### src/hdl/ftec_pkg.sv
`timescale 1ns / 1ps
// ----------------------------------------------------------------------------
// ftec_pkg: shared types and constants of the file-name escape codec
// Character codes, the escape letter tables and the command that travels
// from the classifying front end to the output sequencer.
// ----------------------------------------------------------------------------
package ftec_pkg;

  // Character codes used by the escape scheme.
  localparam logic [7:0] ChNul       = 8'h00;
  localparam logic [7:0] ChTilde     = 8'h7E;
  localparam logic [7:0] ChSlash     = 8'h2F;
  localparam logic [7:0] ChBackslash = 8'h5C;
  localparam logic [7:0] ChStar      = 8'h2A;
  localparam logic [7:0] ChColon     = 8'h3A;
  localparam logic [7:0] ChQuery     = 8'h3F;
  localparam logic [7:0] ChQuote     = 8'h22;
  localparam logic [7:0] ChLess      = 8'h3C;
  localparam logic [7:0] ChGreater   = 8'h3E;
  localparam logic [7:0] ChBar       = 8'h7C;
  localparam logic [7:0] ChLowS      = 8'h73;
  localparam logic [7:0] ChLowB      = 8'h62;
  localparam logic [7:0] ChLowC      = 8'h63;
  localparam logic [7:0] ChLowQ      = 8'h71;
  localparam logic [7:0] ChLowD      = 8'h64;
  localparam logic [7:0] ChLowL      = 8'h6C;
  localparam logic [7:0] ChLowG      = 8'h67;
  localparam logic [7:0] ChLowV      = 8'h76;

  // Direction register codes.
  localparam logic DirEncode = 1'b0;
  localparam logic DirDecode = 1'b1;

  // One queued command: one or two output bytes for a single input beat.
  typedef struct packed {
    logic       two_bytes;
    logic [7:0] byte_a;
    logic [7:0] byte_b;
  } ftec_cmd_t;

  // Escape letter for a character in the encode direction; NUL if none.
  function automatic logic [7:0] escape_letter(input logic [7:0] c);
    logic [7:0] k;
    begin
      case (c)
        ChStar:      k = ChLowS;
        ChBackslash: k = ChLowB;
        ChColon:     k = ChLowC;
        ChQuery:     k = ChLowQ;
        ChQuote:     k = ChLowD;
        ChLess:      k = ChLowL;
        ChGreater:   k = ChLowG;
        ChBar:       k = ChLowV;
        ChTilde:     k = ChTilde;
        default:     k = ChNul;
      endcase
      return k;
    end
  endfunction

  // Character named by an escape letter in the decode direction; NUL if unknown.
  function automatic logic [7:0] unescape_letter(input logic [7:0] c);
    logic [7:0] m;
    begin
      case (c)
        ChLowS:  m = ChStar;
        ChLowB:  m = ChBackslash;
        ChLowC:  m = ChColon;
        ChLowQ:  m = ChQuery;
        ChLowD:  m = ChQuote;
        ChLowL:  m = ChLess;
        ChLowG:  m = ChGreater;
        ChLowV:  m = ChBar;
        ChTilde: m = ChTilde;
        default: m = ChNul;
      endcase
      return m;
    end
  endfunction

endpackage

### src/hdl/ftec_front.sv
`timescale 1ns / 1ps
// ----------------------------------------------------------------------------
// ftec_front: input classifier
// Accepts input beats, maps each byte to a command of one or two output
// bytes and keeps the pending-tilde flag of the decode direction.
// ----------------------------------------------------------------------------
module ftec_front
  import ftec_pkg::*;
(
  input  logic       clk,
  input  logic       rst,
  input  logic       direction,
  input  logic       in_valid,
  output logic       in_ready,
  input  logic [7:0] in_byte,
  output logic       cmd_valid,
  input  logic       cmd_ready,
  output ftec_cmd_t  cmd
);

  logic       escape_pending;
  logic       escape_pending_next;
  logic       emits;
  logic       accept;
  logic [7:0] esc_k;
  logic [7:0] unesc_m;

  assign esc_k   = escape_letter(in_byte);
  assign unesc_m = unescape_letter(in_byte);

  // Input is taken whenever the queue has room, even for a byte that emits nothing.
  assign in_ready  = cmd_ready;
  assign accept    = in_valid && in_ready;
  assign cmd_valid = in_valid && emits;

  // Classify the byte into the output it causes.
  always_comb begin
    emits               = 1'b1;
    cmd.two_bytes       = 1'b0;
    cmd.byte_a          = in_byte;
    cmd.byte_b          = in_byte;
    escape_pending_next = escape_pending;
    if (direction == DirEncode) begin
      if (in_byte == ChSlash) begin
        cmd.byte_a = ChBackslash;
      end else if (esc_k != ChNul) begin
        cmd.two_bytes = 1'b1;
        cmd.byte_a    = ChTilde;
        cmd.byte_b    = esc_k;
      end
    end else if (escape_pending) begin
      escape_pending_next = 1'b0;
      if (unesc_m != ChNul) begin
        cmd.byte_a = unesc_m;
      end else begin
        cmd.two_bytes = 1'b1;
        cmd.byte_a    = ChTilde;
        cmd.byte_b    = in_byte;
      end
    end else if (in_byte == ChTilde) begin
      emits               = 1'b0;
      escape_pending_next = 1'b1;
    end else if (in_byte == ChBackslash) begin
      cmd.byte_a = ChSlash;
    end
  end

  // Pending-tilde flag advances only on an accepted beat.
  always_ff @(posedge clk) begin
    if (rst) begin
      escape_pending <= 1'b0;
    end else if (accept) begin
      escape_pending <= escape_pending_next;
    end
  end

endmodule

### src/hdl/ftec_queue.sv
`timescale 1ns / 1ps
// ----------------------------------------------------------------------------
// ftec_queue: command queue
// Small register FIFO that decouples the classifier from the output side.
// ----------------------------------------------------------------------------
module ftec_queue
  import ftec_pkg::*;
#(
  parameter int DEPTH = 2
) (
  input  logic      clk,
  input  logic      rst,
  input  logic      push_valid,
  output logic      push_ready,
  input  ftec_cmd_t push_cmd,
  output logic      pop_valid,
  input  logic      pop_ready,
  output ftec_cmd_t pop_cmd
);

  localparam int PtrW = (DEPTH > 1) ? $clog2(DEPTH) : 1;
  localparam int CntW = $clog2(DEPTH + 1);

  ftec_cmd_t         slots [DEPTH];
  logic [PtrW-1:0]   wr_ptr;
  logic [PtrW-1:0]   rd_ptr;
  logic [CntW-1:0]   count;
  logic              do_push;
  logic              do_pop;

  assign push_ready = (count != CntW'(DEPTH));
  assign pop_valid  = (count != '0);
  assign pop_cmd    = slots[rd_ptr];
  assign do_push    = push_valid && push_ready;
  assign do_pop     = pop_valid && pop_ready;

  // Storage needs no reset.
  always_ff @(posedge clk) begin
    if (do_push) begin
      slots[wr_ptr] <= push_cmd;
    end
  end

  // Pointers and fill count.
  always_ff @(posedge clk) begin
    if (rst) begin
      wr_ptr <= '0;
      rd_ptr <= '0;
      count  <= '0;
    end else begin
      if (do_push) begin
        wr_ptr <= (wr_ptr == PtrW'(DEPTH - 1)) ? '0 : wr_ptr + 1'b1;
      end
      if (do_pop) begin
        rd_ptr <= (rd_ptr == PtrW'(DEPTH - 1)) ? '0 : rd_ptr + 1'b1;
      end
      if (do_push && !do_pop) begin
        count <= count + 1'b1;
      end else if (do_pop && !do_push) begin
        count <= count - 1'b1;
      end
    end
  end

endmodule

### src/hdl/ftec_back.sv
`timescale 1ns / 1ps
// ----------------------------------------------------------------------------
// ftec_back: output sequencer
// Pops commands and presents their one or two bytes from an output register,
// marking the final byte of each command.
// ----------------------------------------------------------------------------
module ftec_back
  import ftec_pkg::*;
(
  input  logic       clk,
  input  logic       rst,
  input  logic       cmd_valid,
  output logic       cmd_ready,
  input  ftec_cmd_t  cmd,
  output logic       out_valid,
  input  logic       out_ready,
  output logic [7:0] out_byte,
  output logic       last_of_run
);

  logic       load;
  logic       second_pending;
  logic [7:0] held_byte;

  // The output register may be reloaded when empty or when its beat is taken.
  assign load      = !out_valid || out_ready;
  assign cmd_ready = load && !second_pending;

  // Control state.
  always_ff @(posedge clk) begin
    if (rst) begin
      out_valid      <= 1'b0;
      second_pending <= 1'b0;
    end else if (load) begin
      if (second_pending) begin
        out_valid      <= 1'b1;
        second_pending <= 1'b0;
      end else begin
        out_valid      <= cmd_valid;
        second_pending <= cmd_valid && cmd.two_bytes;
      end
    end
  end

  // Payload registers.
  always_ff @(posedge clk) begin
    if (load) begin
      if (second_pending) begin
        out_byte    <= held_byte;
        last_of_run <= 1'b1;
      end else if (cmd_valid) begin
        out_byte    <= cmd.byte_a;
        last_of_run <= !cmd.two_bytes;
        held_byte   <= cmd.byte_b;
      end
    end
  end

endmodule

### src/hdl/filename_tilde_escape_codec_core.sv
`timescale 1ns / 1ps
// ----------------------------------------------------------------------------
// filename_tilde_escape_codec_core: file-name tilde escape codec
// Converts file-name bytes to and from the tilde-escaped form, one input
// beat at a time, in the direction chosen by a register.
//
//   Channel   Signals                          Beat carries
//   input     in_valid / in_ready              in_byte
//   output    out_valid / out_ready            out_byte, last_of_run
//   config    direction_we                     direction_wdata
//
// One input beat is accepted per cycle while the queue has room; a byte that
// expands to two outputs holds the output register for both, which sets the rate.
// A tilde in the decode direction produces no output beat unless a tilde is pending.
// Input reaches the output through the queue and then the output register.
// Reset clears the direction, the pending tilde, the queue and the output.
// The command queue lets input continue while the output side is stalled.
// ----------------------------------------------------------------------------
module filename_tilde_escape_codec_core
  import ftec_pkg::*;
#(
  parameter int QUEUE_DEPTH = 2
) (
  input  logic       clk,
  input  logic       rst,
  input  logic       direction_we,
  input  logic       direction_wdata,
  input  logic       in_valid,
  output logic       in_ready,
  input  logic [7:0] in_byte,
  output logic       out_valid,
  input  logic       out_ready,
  output logic [7:0] out_byte,
  output logic       last_of_run
);

  logic      direction;
  logic      front_valid;
  logic      front_ready;
  ftec_cmd_t front_cmd;
  logic      back_valid;
  logic      back_ready;
  ftec_cmd_t back_cmd;

  // Direction register.
  always_ff @(posedge clk) begin
    if (rst) begin
      direction <= DirEncode;
    end else if (direction_we) begin
      direction <= direction_wdata;
    end
  end

  // Classifier.
  ftec_front u_front (
    .clk       (clk),
    .rst       (rst),
    .direction (direction),
    .in_valid  (in_valid),
    .in_ready  (in_ready),
    .in_byte   (in_byte),
    .cmd_valid (front_valid),
    .cmd_ready (front_ready),
    .cmd       (front_cmd)
  );

  // Command queue.
  ftec_queue #(
    .DEPTH (QUEUE_DEPTH)
  ) u_queue (
    .clk        (clk),
    .rst        (rst),
    .push_valid (front_valid),
    .push_ready (front_ready),
    .push_cmd   (front_cmd),
    .pop_valid  (back_valid),
    .pop_ready  (back_ready),
    .pop_cmd    (back_cmd)
  );

  // Output sequencer.
  ftec_back u_back (
    .clk         (clk),
    .rst         (rst),
    .cmd_valid   (back_valid),
    .cmd_ready   (back_ready),
    .cmd         (back_cmd),
    .out_valid   (out_valid),
    .out_ready   (out_ready),
    .out_byte    (out_byte),
    .last_of_run (last_of_run)
  );

endmodule

### config.mk
export PLATFORM = sky130hd
export DESIGN_NAME = filename_tilde_escape_codec_core
export DESIGN_NICKNAME = d
export VERILOG_FILES = /design/src/hdl/ftec_pkg.sv /design/src/hdl/ftec_front.sv /design/src/hdl/ftec_queue.sv /design/src/hdl/ftec_back.sv /design/src/hdl/filename_tilde_escape_codec_core.sv
export SDC_FILE = /design/constraint.sdc
export NUM_CORES = 1
export LEC_CHECK = 0
export BUFFER_PORTS_ARGS = -buffer_cell sky130_fd_sc_hd__buf_2
export CAP_MARGIN = 20
export CORE_ASPECT_RATIO = 1.1
export CORE_UTILIZATION = 59
export DETAILED_ROUTE_END_ITERATION = 8
export PLACE_DENSITY = 0.86
export SYNTH_ARGS = -nofsm -noshare
export SYNTH_HDL_FRONTEND = slang
export SYNTH_HIERARCHICAL = 1
export SYNTH_SLANG_ARGS = --single-unit
### constraint.sdc
create_clock -name clk -period 2.8 [get_ports clk]
set_input_delay 0.42 -clock clk [delete_from_list [all_inputs] [get_ports clk]]
set_output_delay 0.42 -clock clk [all_outputs]
set_load 0.1 [all_outputs]
==> key figures, run 1 <==
Synth
  • Yosys reg bits: 60
  • Most frequent cells after synthesis: edfxtp_1, mux2_2, nor2_1
  • Synth Cell Area: 3045 um2
  • Top-count cell post-synth: edfxtp_1
  • Number of synthesized flops with an enable pin: 51
  • Async SR Flop Fraction: 0%
  • Synth top area cells: edfxtp_1, mux2_2, dfxtp_1
  • Syn Nets: 252
  • Syn Inst Count: 237
  • Synth cell types: 60
  • Sequential share of the synthesized area: 56.20%
  • Synth area leader: edfxtp_1
  • Yosys top cell area share: 50.29%
  • Primary FF master, synth: edfxtp_1
  • Synth warn: 6
  • Avg Inst Size Synth: 12.85 um2

Setup path
  • Critical Path RT: 3.07 ns
  • Type of the worst setup path: reg2reg
  • CP Max Fanout: 12
  • CP Capture Type: register
  • Crit path DAT: 2.49 ns
  • Setup crit start kind: register

Timing
  • Slew margin rel.: 44.62%
  • Measured slew at the worst slew-check pin: 0.8306 ns
  • Final setup viols: 0
  • Max-slew violations: 0
  • Tmin final: 2.219 ns
  • Period Utilization, post-route: 79.26%
  • Fin Setup TNS: 0 ns
  • RSZ-0062 raised after global routing: no
  • Clk_skew: 0.009395 ns
  • Final Hold Fails: 0
  • Fmax: 0.4506 GHz

Detailed routing
  • Routed WL: 5851 um
  • Post-route ant nets: 0
  • Wire length on met2: 2981 um
  • Top Layer Used: met4
  • Via density: 6.223
  • Total number of vias: 2035
  • Met3 routed WL: 296 um
  • DR pass1 iterations: 6
  • Wire length per cell: 17.89 um
  • DRC Markers: 6
  • Met1 WL: 2371 um
  • DR iter-0 viols: 146

Layout
  • Fin area: 3393 um2
  • Final Util: 67.87%
  • Area delta synth->final: 11.42%
  • Finished Layout Cells: 327
  • Share of layout cells above drive strength 1: 31.23%
  • N_diodes: 0
  • Final #Nets: 279

Global route
  • Total Routing Usage GR: 23.16%
  • Global route total overflow: 0
  • Vias in the first global route: 1880
  • Largest net degree at the start of global routing: 21
  • Initial antenna violation count: 0
  • Global-route wire length before repair: 9328 um

Min path
  • HP Class: in2reg

Job
  • Max-cap viol count: 0

Clocking
  • Cts hold-fix bufs: 0
  • # H-tree levels: 3
  • Resize count post-CTS: 0
  • Clock Sink Count: 60
  • TritonCTS clock tree: yes
  • Setup Fix Bufs, Post-CTS: 0
  • Clk_lat worst skew: 0.33 ns
  • Total CTS buffers: 9
  • Clk root buf: clkbuf_8
  • Clk buf depth: 2
  • Clk slew on worst S/H paths: 0.06 ns

Run status
  • Failing checks: design-rule violations
  • Status: finished with violations

Floorplanning
  • Chip Width: 70.50 um
  • Die area: 5453 um2
  • IO Count: 25
  • Initial core utilization: 60.91%
  • Die Y: 77.35 um
  • Placement row count: 27
  • Core ar.: 5000 um2

Power
  • Power Density: 986.9 nW/um2
  • Pwr Total: 0.003349 W
  • Peak supply drop: 0.5197 mV
  • Lkg Pwr: 1.239 nW

Placed design
  • GP Congestion: 0.8673
  • IO buf count: 24
  • Dpl hpwl: 4121 um
  • DP Area: 3209 um2
  • Dpl cells: 310
-- cells by family (layout without fill, tap and decap cells) --
family	Yosys count	count (layout)	share of synthesized area [%]
xor+xnor	5	5	1.438
buf+inv	27	59	4.150
fa+ha+maj	1	1	0.4108
compound gates	47	47	11.42
simple gates	68	68	15.08
flops	60	60	56.20
mux	29	29	11.30
-- power breakdown --
group,leakage [nW],internal [W],switching [W]
clock network,0.0867,0.000406,0.000294
registers,0.552,0.00127,0.000108
logic,0.600,0.000364,0.000906
total,1.24,0.00204,0.00131
-- cell usage in the layout (no fill, tap or decap), types with 3 or more instances in the layout --
cell      Yosys  routed
clkbuf_8      0       9
and3_1        4       4
mux2_4        6       6
a22oi_1       3       3
inv_1        10      10
or3_1         4       4
nor2_1       12      12
nor3_1        3       3
nand3_1       4       4
a21oi_1       7       7
mux2i_1       4       4
buf_2         8      24
o21ai_0       6       6
o31ai_1       5       5
buf_4         2       8
or2_2         4       4
edfxtp_1     51      51
o22ai_1       5       5
o211ai_1      3       3
nand2b_1      4       4
xor2_1        4       4
clkbuf_1      6       4
mux2_2       19      19
dfxtp_1       9       9
nand2_1       6       6
-- area by class of cell --
type	count	area (um2)
clock buffer	13	138.9
clock inverter	3	37.54
fill	368	1607
inverter	10	37.54
multi-input combinational	150	1207
sequential	60	1712
tap	58	72.57
timing repair buffer	33	187.7
-- routing by layer --
metal | up-vias | global-route usage, %
li1 | 971 | -
met2 | 89 | 39.32
met1 | 958 | 26.70
met4 | 0 | 14.08
met5 | - | 0
met3 | 17 | 5.065
-- critical path, stage by stage (launching register included) --
cell     delay [ns]
dfxtp_1        0.58
inv_1          0.23
o31a_1         0.36
and2_1         0.15
ha_1           0.34
or3_1          0.36
a21oi_1        0.14
-- registers in the layout, summed over array words and instances (netlist names), named ones only --
name and cells:
direction 1, u_back/held_byte 8, u_back/last_of_run 1, u_back/out_byte 8
u_back/out_valid 1, u_back/second_pending 1, u_front/escape_pending 1, u_queue/count 2
u_queue/rd_ptr 1, u_queue/slots 34, u_queue/wr_ptr 1
-- per-stage QoR --
stage / hold WS [ns] / setup WS, ns
after detailed placement: 0.5010 / 0.3141
after global placement: 0.4874 / 0.3885
after floorplan: 0.4705 / 0.4938
after global routing: 0.3793 / 0.4833
final: 0.3157 / 0.5807
after CTS: 0.3134 / 0.6020
-- worst paths after layout --
check	startpoint	end	slack, ns	cells after the start
worst min-delay path	direction_wdata	direction	0.32	3
worst min register to register	u_queue/count[1]	u_queue/count[1]	0.53	2
worst max-delay path	direction	u_queue/count[1]	0.58	6
worst max register to register	direction	u_queue/count[1]	0.58	6
No activity file was read; power rests on OpenSTA's default activity.
==> run 2, diff against run 1 <==
--- a/config.mk
+++ b/config.mk
@@ -8,9 +8,9 @@
 export BUFFER_PORTS_ARGS = -buffer_cell sky130_fd_sc_hd__buf_2
 export CAP_MARGIN = 20
 export CORE_ASPECT_RATIO = 1.1
-export CORE_UTILIZATION = 59
+export CORE_UTILIZATION = 54
 export DETAILED_ROUTE_END_ITERATION = 8
-export PLACE_DENSITY = 0.86
+export PLACE_DENSITY = 0.83
 export SYNTH_ARGS = -nofsm -noshare
 export SYNTH_HDL_FRONTEND = slang
 export SYNTH_HIERARCHICAL = 1
==> constraint.sdc (replaced) <==
create_clock -name clk -period 1.9 [get_ports clk]
set_input_delay 0.285 -clock clk [delete_from_list [all_inputs] [get_ports clk]]
set_output_delay 0.285 -clock clk [all_outputs]
set_load 0.1 [all_outputs]
==> run 2 against run 1 <==
Compared with the run above:
- the flow now finishes without violations
- critical path depth up 3
- worst hold slack worse by 0.11 ns
- combinational power up 61%
- clock power up 53%
- total power up 52%
- via count up 7.1%
- clock skew about the same
- utilization up 1.1 points
- wire length up 8.1%
- die area up 9.0%
- largest cell class unchanged
- highest routed layer unchanged
==> key figures, run 2 (same netlist as run 1, synthesis figures left out) <==
Job
  • Max-cap viol count: 0 (unchanged)

Setup path
  • Critical Path RT: 2.16 ns (-0.91 ns)
  • RR Startpoint: u_back/out_valid
  • Reg2Reg Setup Slack: 0.19 ns (-0.39 ns)
  • CP Max Fanout: 4 (-8)
  • Crit path DAT: 2.05 ns (-0.44 ns)
  • R2r endpoint: u_queue/count[1]
  • Worst path cell trace: buf_2 > and4bb_2 > nand3_2 > o31a_1 > and2_4 > ha_4 > xor2_1 > or3_1 > a21oi_1
  • CP Capture Type: register
  • Type of the worst setup path: in2reg
  • Reg2reg path depth: 6 (unchanged)
  • Setup crit start kind: input pin
  • Worst path max stage delay: 0.33 ns (-0.25 ns)
  • Critical path's slowest cell: o31a_1

Timing
  • Final Hold Fails: 0 (unchanged)
  • Tmin final: 1.788 ns
  • Final hold slack: 0.2038 ns (-0.1119 ns)
  • Max-slew violations: 0 (unchanged)
  • Clk_skew: 0.009569 ns (+0.0001746 ns)
  • Measured slew at the worst slew-check pin: 0.6974 ns (-0.1333 ns)
  • Final setup viols: 0 (unchanged)
  • RSZ-0062 raised after global routing: no
  • Slew margin rel.: 53.34% (+8.7 points)
  • Period Utilization, post-route: 94.12%
  • Fmax: 0.5592 GHz

Floorplanning
  • IO Count: 25 (unchanged)
  • Chip Width: 73.60 um (+4.4%)
  • Die Y: 80.76 um (+4.4%)
  • Placement row count: 28 (+3.7%)
  • Die area: 5944 um2 (+9.0%)
  • Initial core utilization: 56.45% (-4.5 points)
  • Core ar.: 5395 um2 (+7.9%)

Clocking
  • Total CTS buffers: 9 (unchanged)
  • # H-tree levels: 3 (unchanged)
  • Setup Fix Bufs, Post-CTS: 0 (unchanged)
  • Resize count post-CTS: 0 (unchanged)
  • Clk slew on worst S/H paths: 0.07 ns (about the same)
  • Clk_lat worst skew: 0.33 ns (about the same)
  • TritonCTS clock tree: yes
  • Clk root buf: clkbuf_8
  • Cts hold-fix bufs: 0 (unchanged)
  • Clock Sink Count: 60 (unchanged)
  • Clk buf depth: 2 (unchanged)

Layout
  • Finished Layout Cells: 378 (+16%)
  • Commonest non-fill, non-tap cell in the layout: edfxtp_1
  • Share of layout cells above drive strength 1: 41.25% (+10 points)
  • Area of the multi-input gates: 1227 um2 (+1.7%)
  • Storage element area: 1713 um2 (about the same)
  • Highest-count cells in the layout ignoring fill and taps: edfxtp_1, buf_4, buf_2, mux2_2, nor2_1
  • Area delta synth->final: 22.23%
  • Largest register FFs: 34 (unchanged)
  • Biggest regs: u_queue/slots x34, u_back/held_byte x8, u_back/out_byte x8
  • Final #Nets: 313 (+12%)
  • N_diodes: 0 (unchanged)
  • Filler cell count: 398 (+8.2%)
  • Largest reg by FF count: u_queue/slots
  • Fin area: 3722 um2 (+9.7%)

Placed design
  • Dpl hpwl: 4490 um (+9.0%)
  • IO buf count: 24 (unchanged)
  • DP Area: 3540 um2 (+10%)
  • Dpl cells: 362 (+17%)
  • GP Congestion: 0.9419 (+8.6%)

Global route
  • Global-route wire length before repair: 10800 um (+16%)
  • Largest net degree at the start of global routing: 18 (-14%)
  • Global route total overflow: 0 (unchanged)
  • Vias in the first global route: 2231 (+19%)
  • Initial antenna violation count: 0 (unchanged)
  • Total Routing Usage GR: 24.47% (+1.3 points)

Min path
  • WHS Path Cells: 3 (unchanged)
  • Worst hold start: direction_wdata
  • HP Class: in2reg
  • Worst Hold Path EP: direction

Detailed routing
  • Via density: 5.765 (-7.4%)
  • Routed WL: 6327 um (+8.1%)
  • DRC Markers: 0 (-6)
  • Total number of vias: 2179 (+7.1%)
  • Wire length per cell: 16.74 um (-6.5%)
  • Post-route ant nets: 0 (unchanged)
  • DR pass1 iterations: 4 (-2)
  • DR iter-0 viols: 201 (+38%)

Run status
  • Status: finished, final reports clean

Power
  • Lkg Pwr: 1.416 nW (+14%)
  • Peak supply drop: 0.7743 mV (+49%)
  • Power Density: 1365 nW/um2 (+38%)
## run 2: worst max-delay path by stage
| stage | startpoint | endpoint | depth (start not counted) | slack [ns] |
|---|---|---|---|---|
| 2_1_floorplan | in_byte[0] | u_queue/count[1] | 9 | -0.11 |
| 3_3_place_gp | in_byte[7] | u_queue/count[1] | 9 | -0.15 |
| 3_5_place_dp | in_byte[7] | u_queue/count[1] | 9 | -0.21 |
| 4_1_cts | in_byte[7] | u_queue/count[1] | 9 | 0.13 |
| 5_1_grt | in_byte[7] | u_queue/count[1] | 9 | 0.02 |
| 6_report | in_byte[7] | u_queue/count[1] | 9 | 0.11 |
## run 2: critical path: cells and delay by family
kind	cells	cell delay [ns]
buffers and inverters	1	0.10
XOR/XNOR	1	0.15
AND/OR/NAND/NOR	4	0.89
AO/OA/AOI/OAI	2	0.47
adder cells (fa/ha/maj)	1	0.15
## run 2: cell type report
class	count	area share, %
timing repair buffer	67	12.57
tap	75	2.521
multi-input combinational	150	32.97
sequential	60	46.02
inverter	10	1.008
clock inverter	6	1.479
clock buffer	10	3.429
## run 2: through the flow
step	worst slack, ns	utilization (%)	total power (W)	setup TNS, ns
after floorplan	-0.1097	-	0.003636	-0.1097
after global placement	-0.1528	65.61	0.003964	-1.321
after detailed placement	-0.2107	65.61	0.004039	-2.216
after CTS	0.1349	68.99	0.005103	0
after global routing	0.01928	68.99	0.005313	0
final	0.1117	68.99	0.005081	0
## run 2: layer usage
metal,wire length [um],vias to the layer above,share of wire (%),GRT usage (%)
li1,-,1036,-,-
met1,2604,1039,41,30.32
met2,3264,90,52,41.19
met3,328,14,5.2,4.839
met4,129,0,2.0,11.15
met5,0,-,0,0
## run 2: power breakdown
group	leakage (nW)	internal [W]	total [W]	switching, W
clock	0.0911	0.000592	0.00107	0.000474
sequential	0.552	0.00187	0.00197	0.0000967
combinational	0.773	0.000626	0.00205	0.00142
==> run 3, diff against run 2 <==
--- a/config.mk
+++ b/config.mk
@@ -5,6 +5,7 @@
 export SDC_FILE = /design/constraint.sdc
 export NUM_CORES = 1
 export LEC_CHECK = 0
+export ABC_AREA = 1
 export BUFFER_PORTS_ARGS = -buffer_cell sky130_fd_sc_hd__buf_2
 export CAP_MARGIN = 20
 export CORE_ASPECT_RATIO = 1.1
==> run 3 against run 2 <==
Compared with the run above:
- worst hold slack worse by 0.0032 ns
- global-route usage fell by 2.3 points
- count of clock-buffer cells in the layout stayed put
- wire length is 0.44% lower
- first-iteration DRC count shrank 28%
- sequential power is 3% higher
- sequential cell count unchanged
- combinational power rose by 2%
- largest power group unchanged
- via count is 17% higher
- cell count rose by 30%
==> key figures, run 3 <==
Run status
  • Status: finished, final reports clean

Detailed routing
  • Post-route ant nets: 0 (unchanged)
  • DR pass1 iterations: 5 (+1)
  • Via density: 5.179 (-10%)
  • Routed WL: 6299 um (-0.44%)
  • Wire length per cell: 12.80 um (-24%)
  • Total number of vias: 2548 (+17%)
  • DR iter-0 viols: 145 (-28%)
  • DRC Markers: 0 (unchanged)

Synth
  • Syn Nets: 380 (+51%)
  • Avg Inst Size Synth: 8.899 um2 (-31%)
  • Synth area leader: edfxtp_1
  • Synth top area cells: edfxtp_1, nand2_1, nor2_1
  • Yosys top cell area share: 47.15% (-3.1 points)
  • Syn Inst Count: 365 (+54%)
  • Top-count cell post-synth: nand2_1
  • Synth cell types: 28 (-53%)
  • Synth warn: 6 (unchanged)
  • Sequential share of the synthesized area: 52.70% (-3.5 points)
  • Async SR Flop Fraction: 0% (unchanged)
  • Most frequent cells after synthesis: nand2_1, edfxtp_1, nor2_1
  • Synth Cell Area: 3248 um2 (+6.7%)
  • Primary FF master, synth: edfxtp_1
  • Yosys reg bits: 60 (unchanged)
  • Number of synthesized flops with an enable pin: 51 (unchanged)

Layout
  • Share of layout cells above drive strength 1: 25.78% (-15 points)
  • Area of the multi-input gates: 1316 um2 (+7.2%)
  • Area delta synth->final: 15.10%
  • N_diodes: 0 (unchanged)
  • Biggest regs: u_queue/slots x34, u_back/held_byte x8, u_back/out_byte x8
  • Commonest non-fill, non-tap cell in the layout: nand2_1
  • Largest register FFs: 34 (unchanged)
  • Highest-count cells in the layout ignoring fill and taps: nand2_1, edfxtp_1, nor2_1, inv_1, buf_2
  • Fin area: 3739 um2 (+0.44%)
  • Filler cell count: 460 (+16%)
  • Largest reg by FF count: u_queue/slots
  • Storage element area: 1713 um2 (unchanged)
  • Final #Nets: 425 (+36%)
  • Final Util: 64.80% (-4.2 points)

Global route
  • Initial antenna violation count: 0 (unchanged)
  • Total Routing Usage GR: 22.19% (-2.3 points)
  • Global-route wire length before repair: 10840 um (+0.38%)
  • Vias in the first global route: 2503 (+12%)
  • Global route total overflow: 0 (unchanged)
  • Largest net degree at the start of global routing: 18 (unchanged)

Timing
  • Tmin final: 1.635 ns (-0.1531 ns)
  • Fmax: 0.6116 GHz (+9.4%)
  • Clk_skew: 0.004823 ns (-0.004746 ns)
  • Period Utilization, post-route: 86.06% (-8.1 points)
  • Final setup viols: 0 (unchanged)
  • Max-slew violations: 0 (unchanged)
  • Measured slew at the worst slew-check pin: 0.4826 ns (-0.2148 ns)
  • Final hold slack: 0.2005 ns (-0.003243 ns)
  • RSZ-0062 raised after global routing: no
  • Slew margin rel.: 68.05% (+15 points)
  • Final Hold Fails: 0 (unchanged)

Clocking
  • Clk_lat worst skew: 0.33 ns (about the same)
  • Total CTS buffers: 9 (unchanged)
  • TritonCTS clock tree: yes
  • Clk slew on worst S/H paths: 0.06 ns (about the same)
  • Setup Fix Bufs, Post-CTS: 0 (unchanged)
  • Clk buf depth: 2 (unchanged)
  • # H-tree levels: 3 (unchanged)
  • Resize count post-CTS: 0 (unchanged)
  • Clock Sink Count: 60 (unchanged)
  • Clk root buf: clkbuf_8
  • Cts hold-fix bufs: 0 (unchanged)

Placed design
  • IO buf count: 24 (unchanged)
  • GP Congestion: 0.9067 (-3.7%)
  • DP Area: 3548 um2 (+0.25%)
  • Dpl hpwl: 4870 um (+8.5%)

Power
  • Pwr Total: 0.005157 W (+1.5%)
  • Power Density: 1379 nW/um2 (+1.1%)
  • Peak supply drop: 0.8346 mV (+7.8%)
  • Lkg Pwr: 1.739 nW (+23%)

Floorplanning
  • Chip Width: 75.95 um (+3.2%)
  • Initial core utilization: 56.30% (-0.15 points)
  • Die Y: 83.34 um (+3.2%)
  • Core ar.: 5769 um2 (+6.9%)
  • Die area: 6329 um2 (+6.5%)
  • Placement row count: 29 (+3.6%)
  • IO Count: 25 (unchanged)

Setup path
  • R2r endpoint: u_queue/count[1]
  • CP Capture Type: register
  • Reg2Reg Setup Slack: 0.45 ns (+0.26 ns)
  • Setup crit start kind: input pin
  • Critical Path RT: 2.17 ns (about the same)
  • Crit path DAT: 1.91 ns (-0.14 ns)
  • Reg2reg path depth: 10 (+4)
  • CP Max Fanout: 4 (unchanged)
  • RR Startpoint: u_back/out_valid
  • Type of the worst setup path: in2reg

Job
  • Max-cap viol count: 0 (unchanged)

Min path
  • HP Class: in2reg
  • Worst Hold Path EP: u_back/out_valid
  • Worst hold start: rst
  • WHS Path Cells: 2 (-1)
run 3: cell types whose count changed after synthesis, sizes merged, moves of 5 or more:
cell	change
and3	-5
inv	+26
nand3	+15
nand4	+5
nor2	+49
mux2	-8
nand2b	-5
nand2	+125
o31ai	-5
o22ai	-5
run 3: metal layers:
metal / wire length, um / vias up / GRT usage [%]
met1: 2570 / 1171 / 22.97
met5: 0 / - / 0
met2: 3263 / 70 / 39.59
met4: 244 / 0 / 13.46
met3: 221 / 22 / 6.264
li1: - / 1285 / -
run 3: worst max-delay path: stages:
cell and delay (ns):
buf_2 0.09, inv_1 0.04, nor2_1 0.13, nand2_1 0.10, nor2_2 0.16, nand2_2 0.11, nor2_2 0.10, a21boi_0 0.09
nand2_1 0.10, inv_1 0.07, ha_1 0.31, inv_1 0.08, nand3_1 0.07, nand2_1 0.06, inv_1 0.04, nor2_1 0.08
run 3: cells by family (layout without fill, tap and decap cells):
family / after synthesis / count (layout) / synth area share [%]
compound gates: 21 / 21 / 3.775
mux: 17 / 17 / 7.049
fa+ha+maj: 1 / 1 / 0.3851
simple gates: 220 / 220 / 29.08
flops: 60 / 60 / 52.70
buf+inv: 46 / 96 / 7.011
run 3: where the power goes:
| group | switching, W | leakage [nW] | internal (W) |
|---|---|---|---|
| logic | 0.00155 | 1.09 | 0.000543 |
| clock network | 0.000453 | 0.0911 | 0.000591 |
| registers | 0.0000984 | 0.556 | 0.00192 |
run 3: worst max path at each step:
stage	endpoint	slack (ns)	startpoint
floorplan	u_queue/slots[1][0]	-0.21	in_byte[0]
global placement	u_queue/count[1]	-0.09	in_byte[6]
finish	u_queue/count[1]	0.26	in_byte[6]
global route	u_queue/count[1]	0.02	in_byte[6]
detailed placement	u_queue/count[1]	-0.16	in_byte[6]
CTS	u_queue/count[1]	0.20	in_byte[6]
run 3: final cells by class:
type / instances / share of cell area, %
flip-flops and latches: 60 / 45.82
multi-input cells: 259 / 35.21
inverters: 36 / 3.614
well taps: 77 / 2.577
clock inverters: 6 / 1.473
clock buffers: 10 / 3.414
repair buffers: 44 / 7.898
run 3: stage by stage:
| stage | setup TNS [ns] | cells | setup slack, ns |
|---|---|---|---|
| 6_report | 0 | 492 | 0.2648 |
| 5_1_grt | 0 | 492 | 0.01749 |
| 3_5_place_dp | -0.4016 | 476 | -0.1590 |
| 2_1_floorplan | -7.051 | 365 | -0.2074 |
| 3_3_place_gp | -0.1323 | 476 | -0.09114 |
| 4_1_cts | 0 | 492 | 0.1968 |
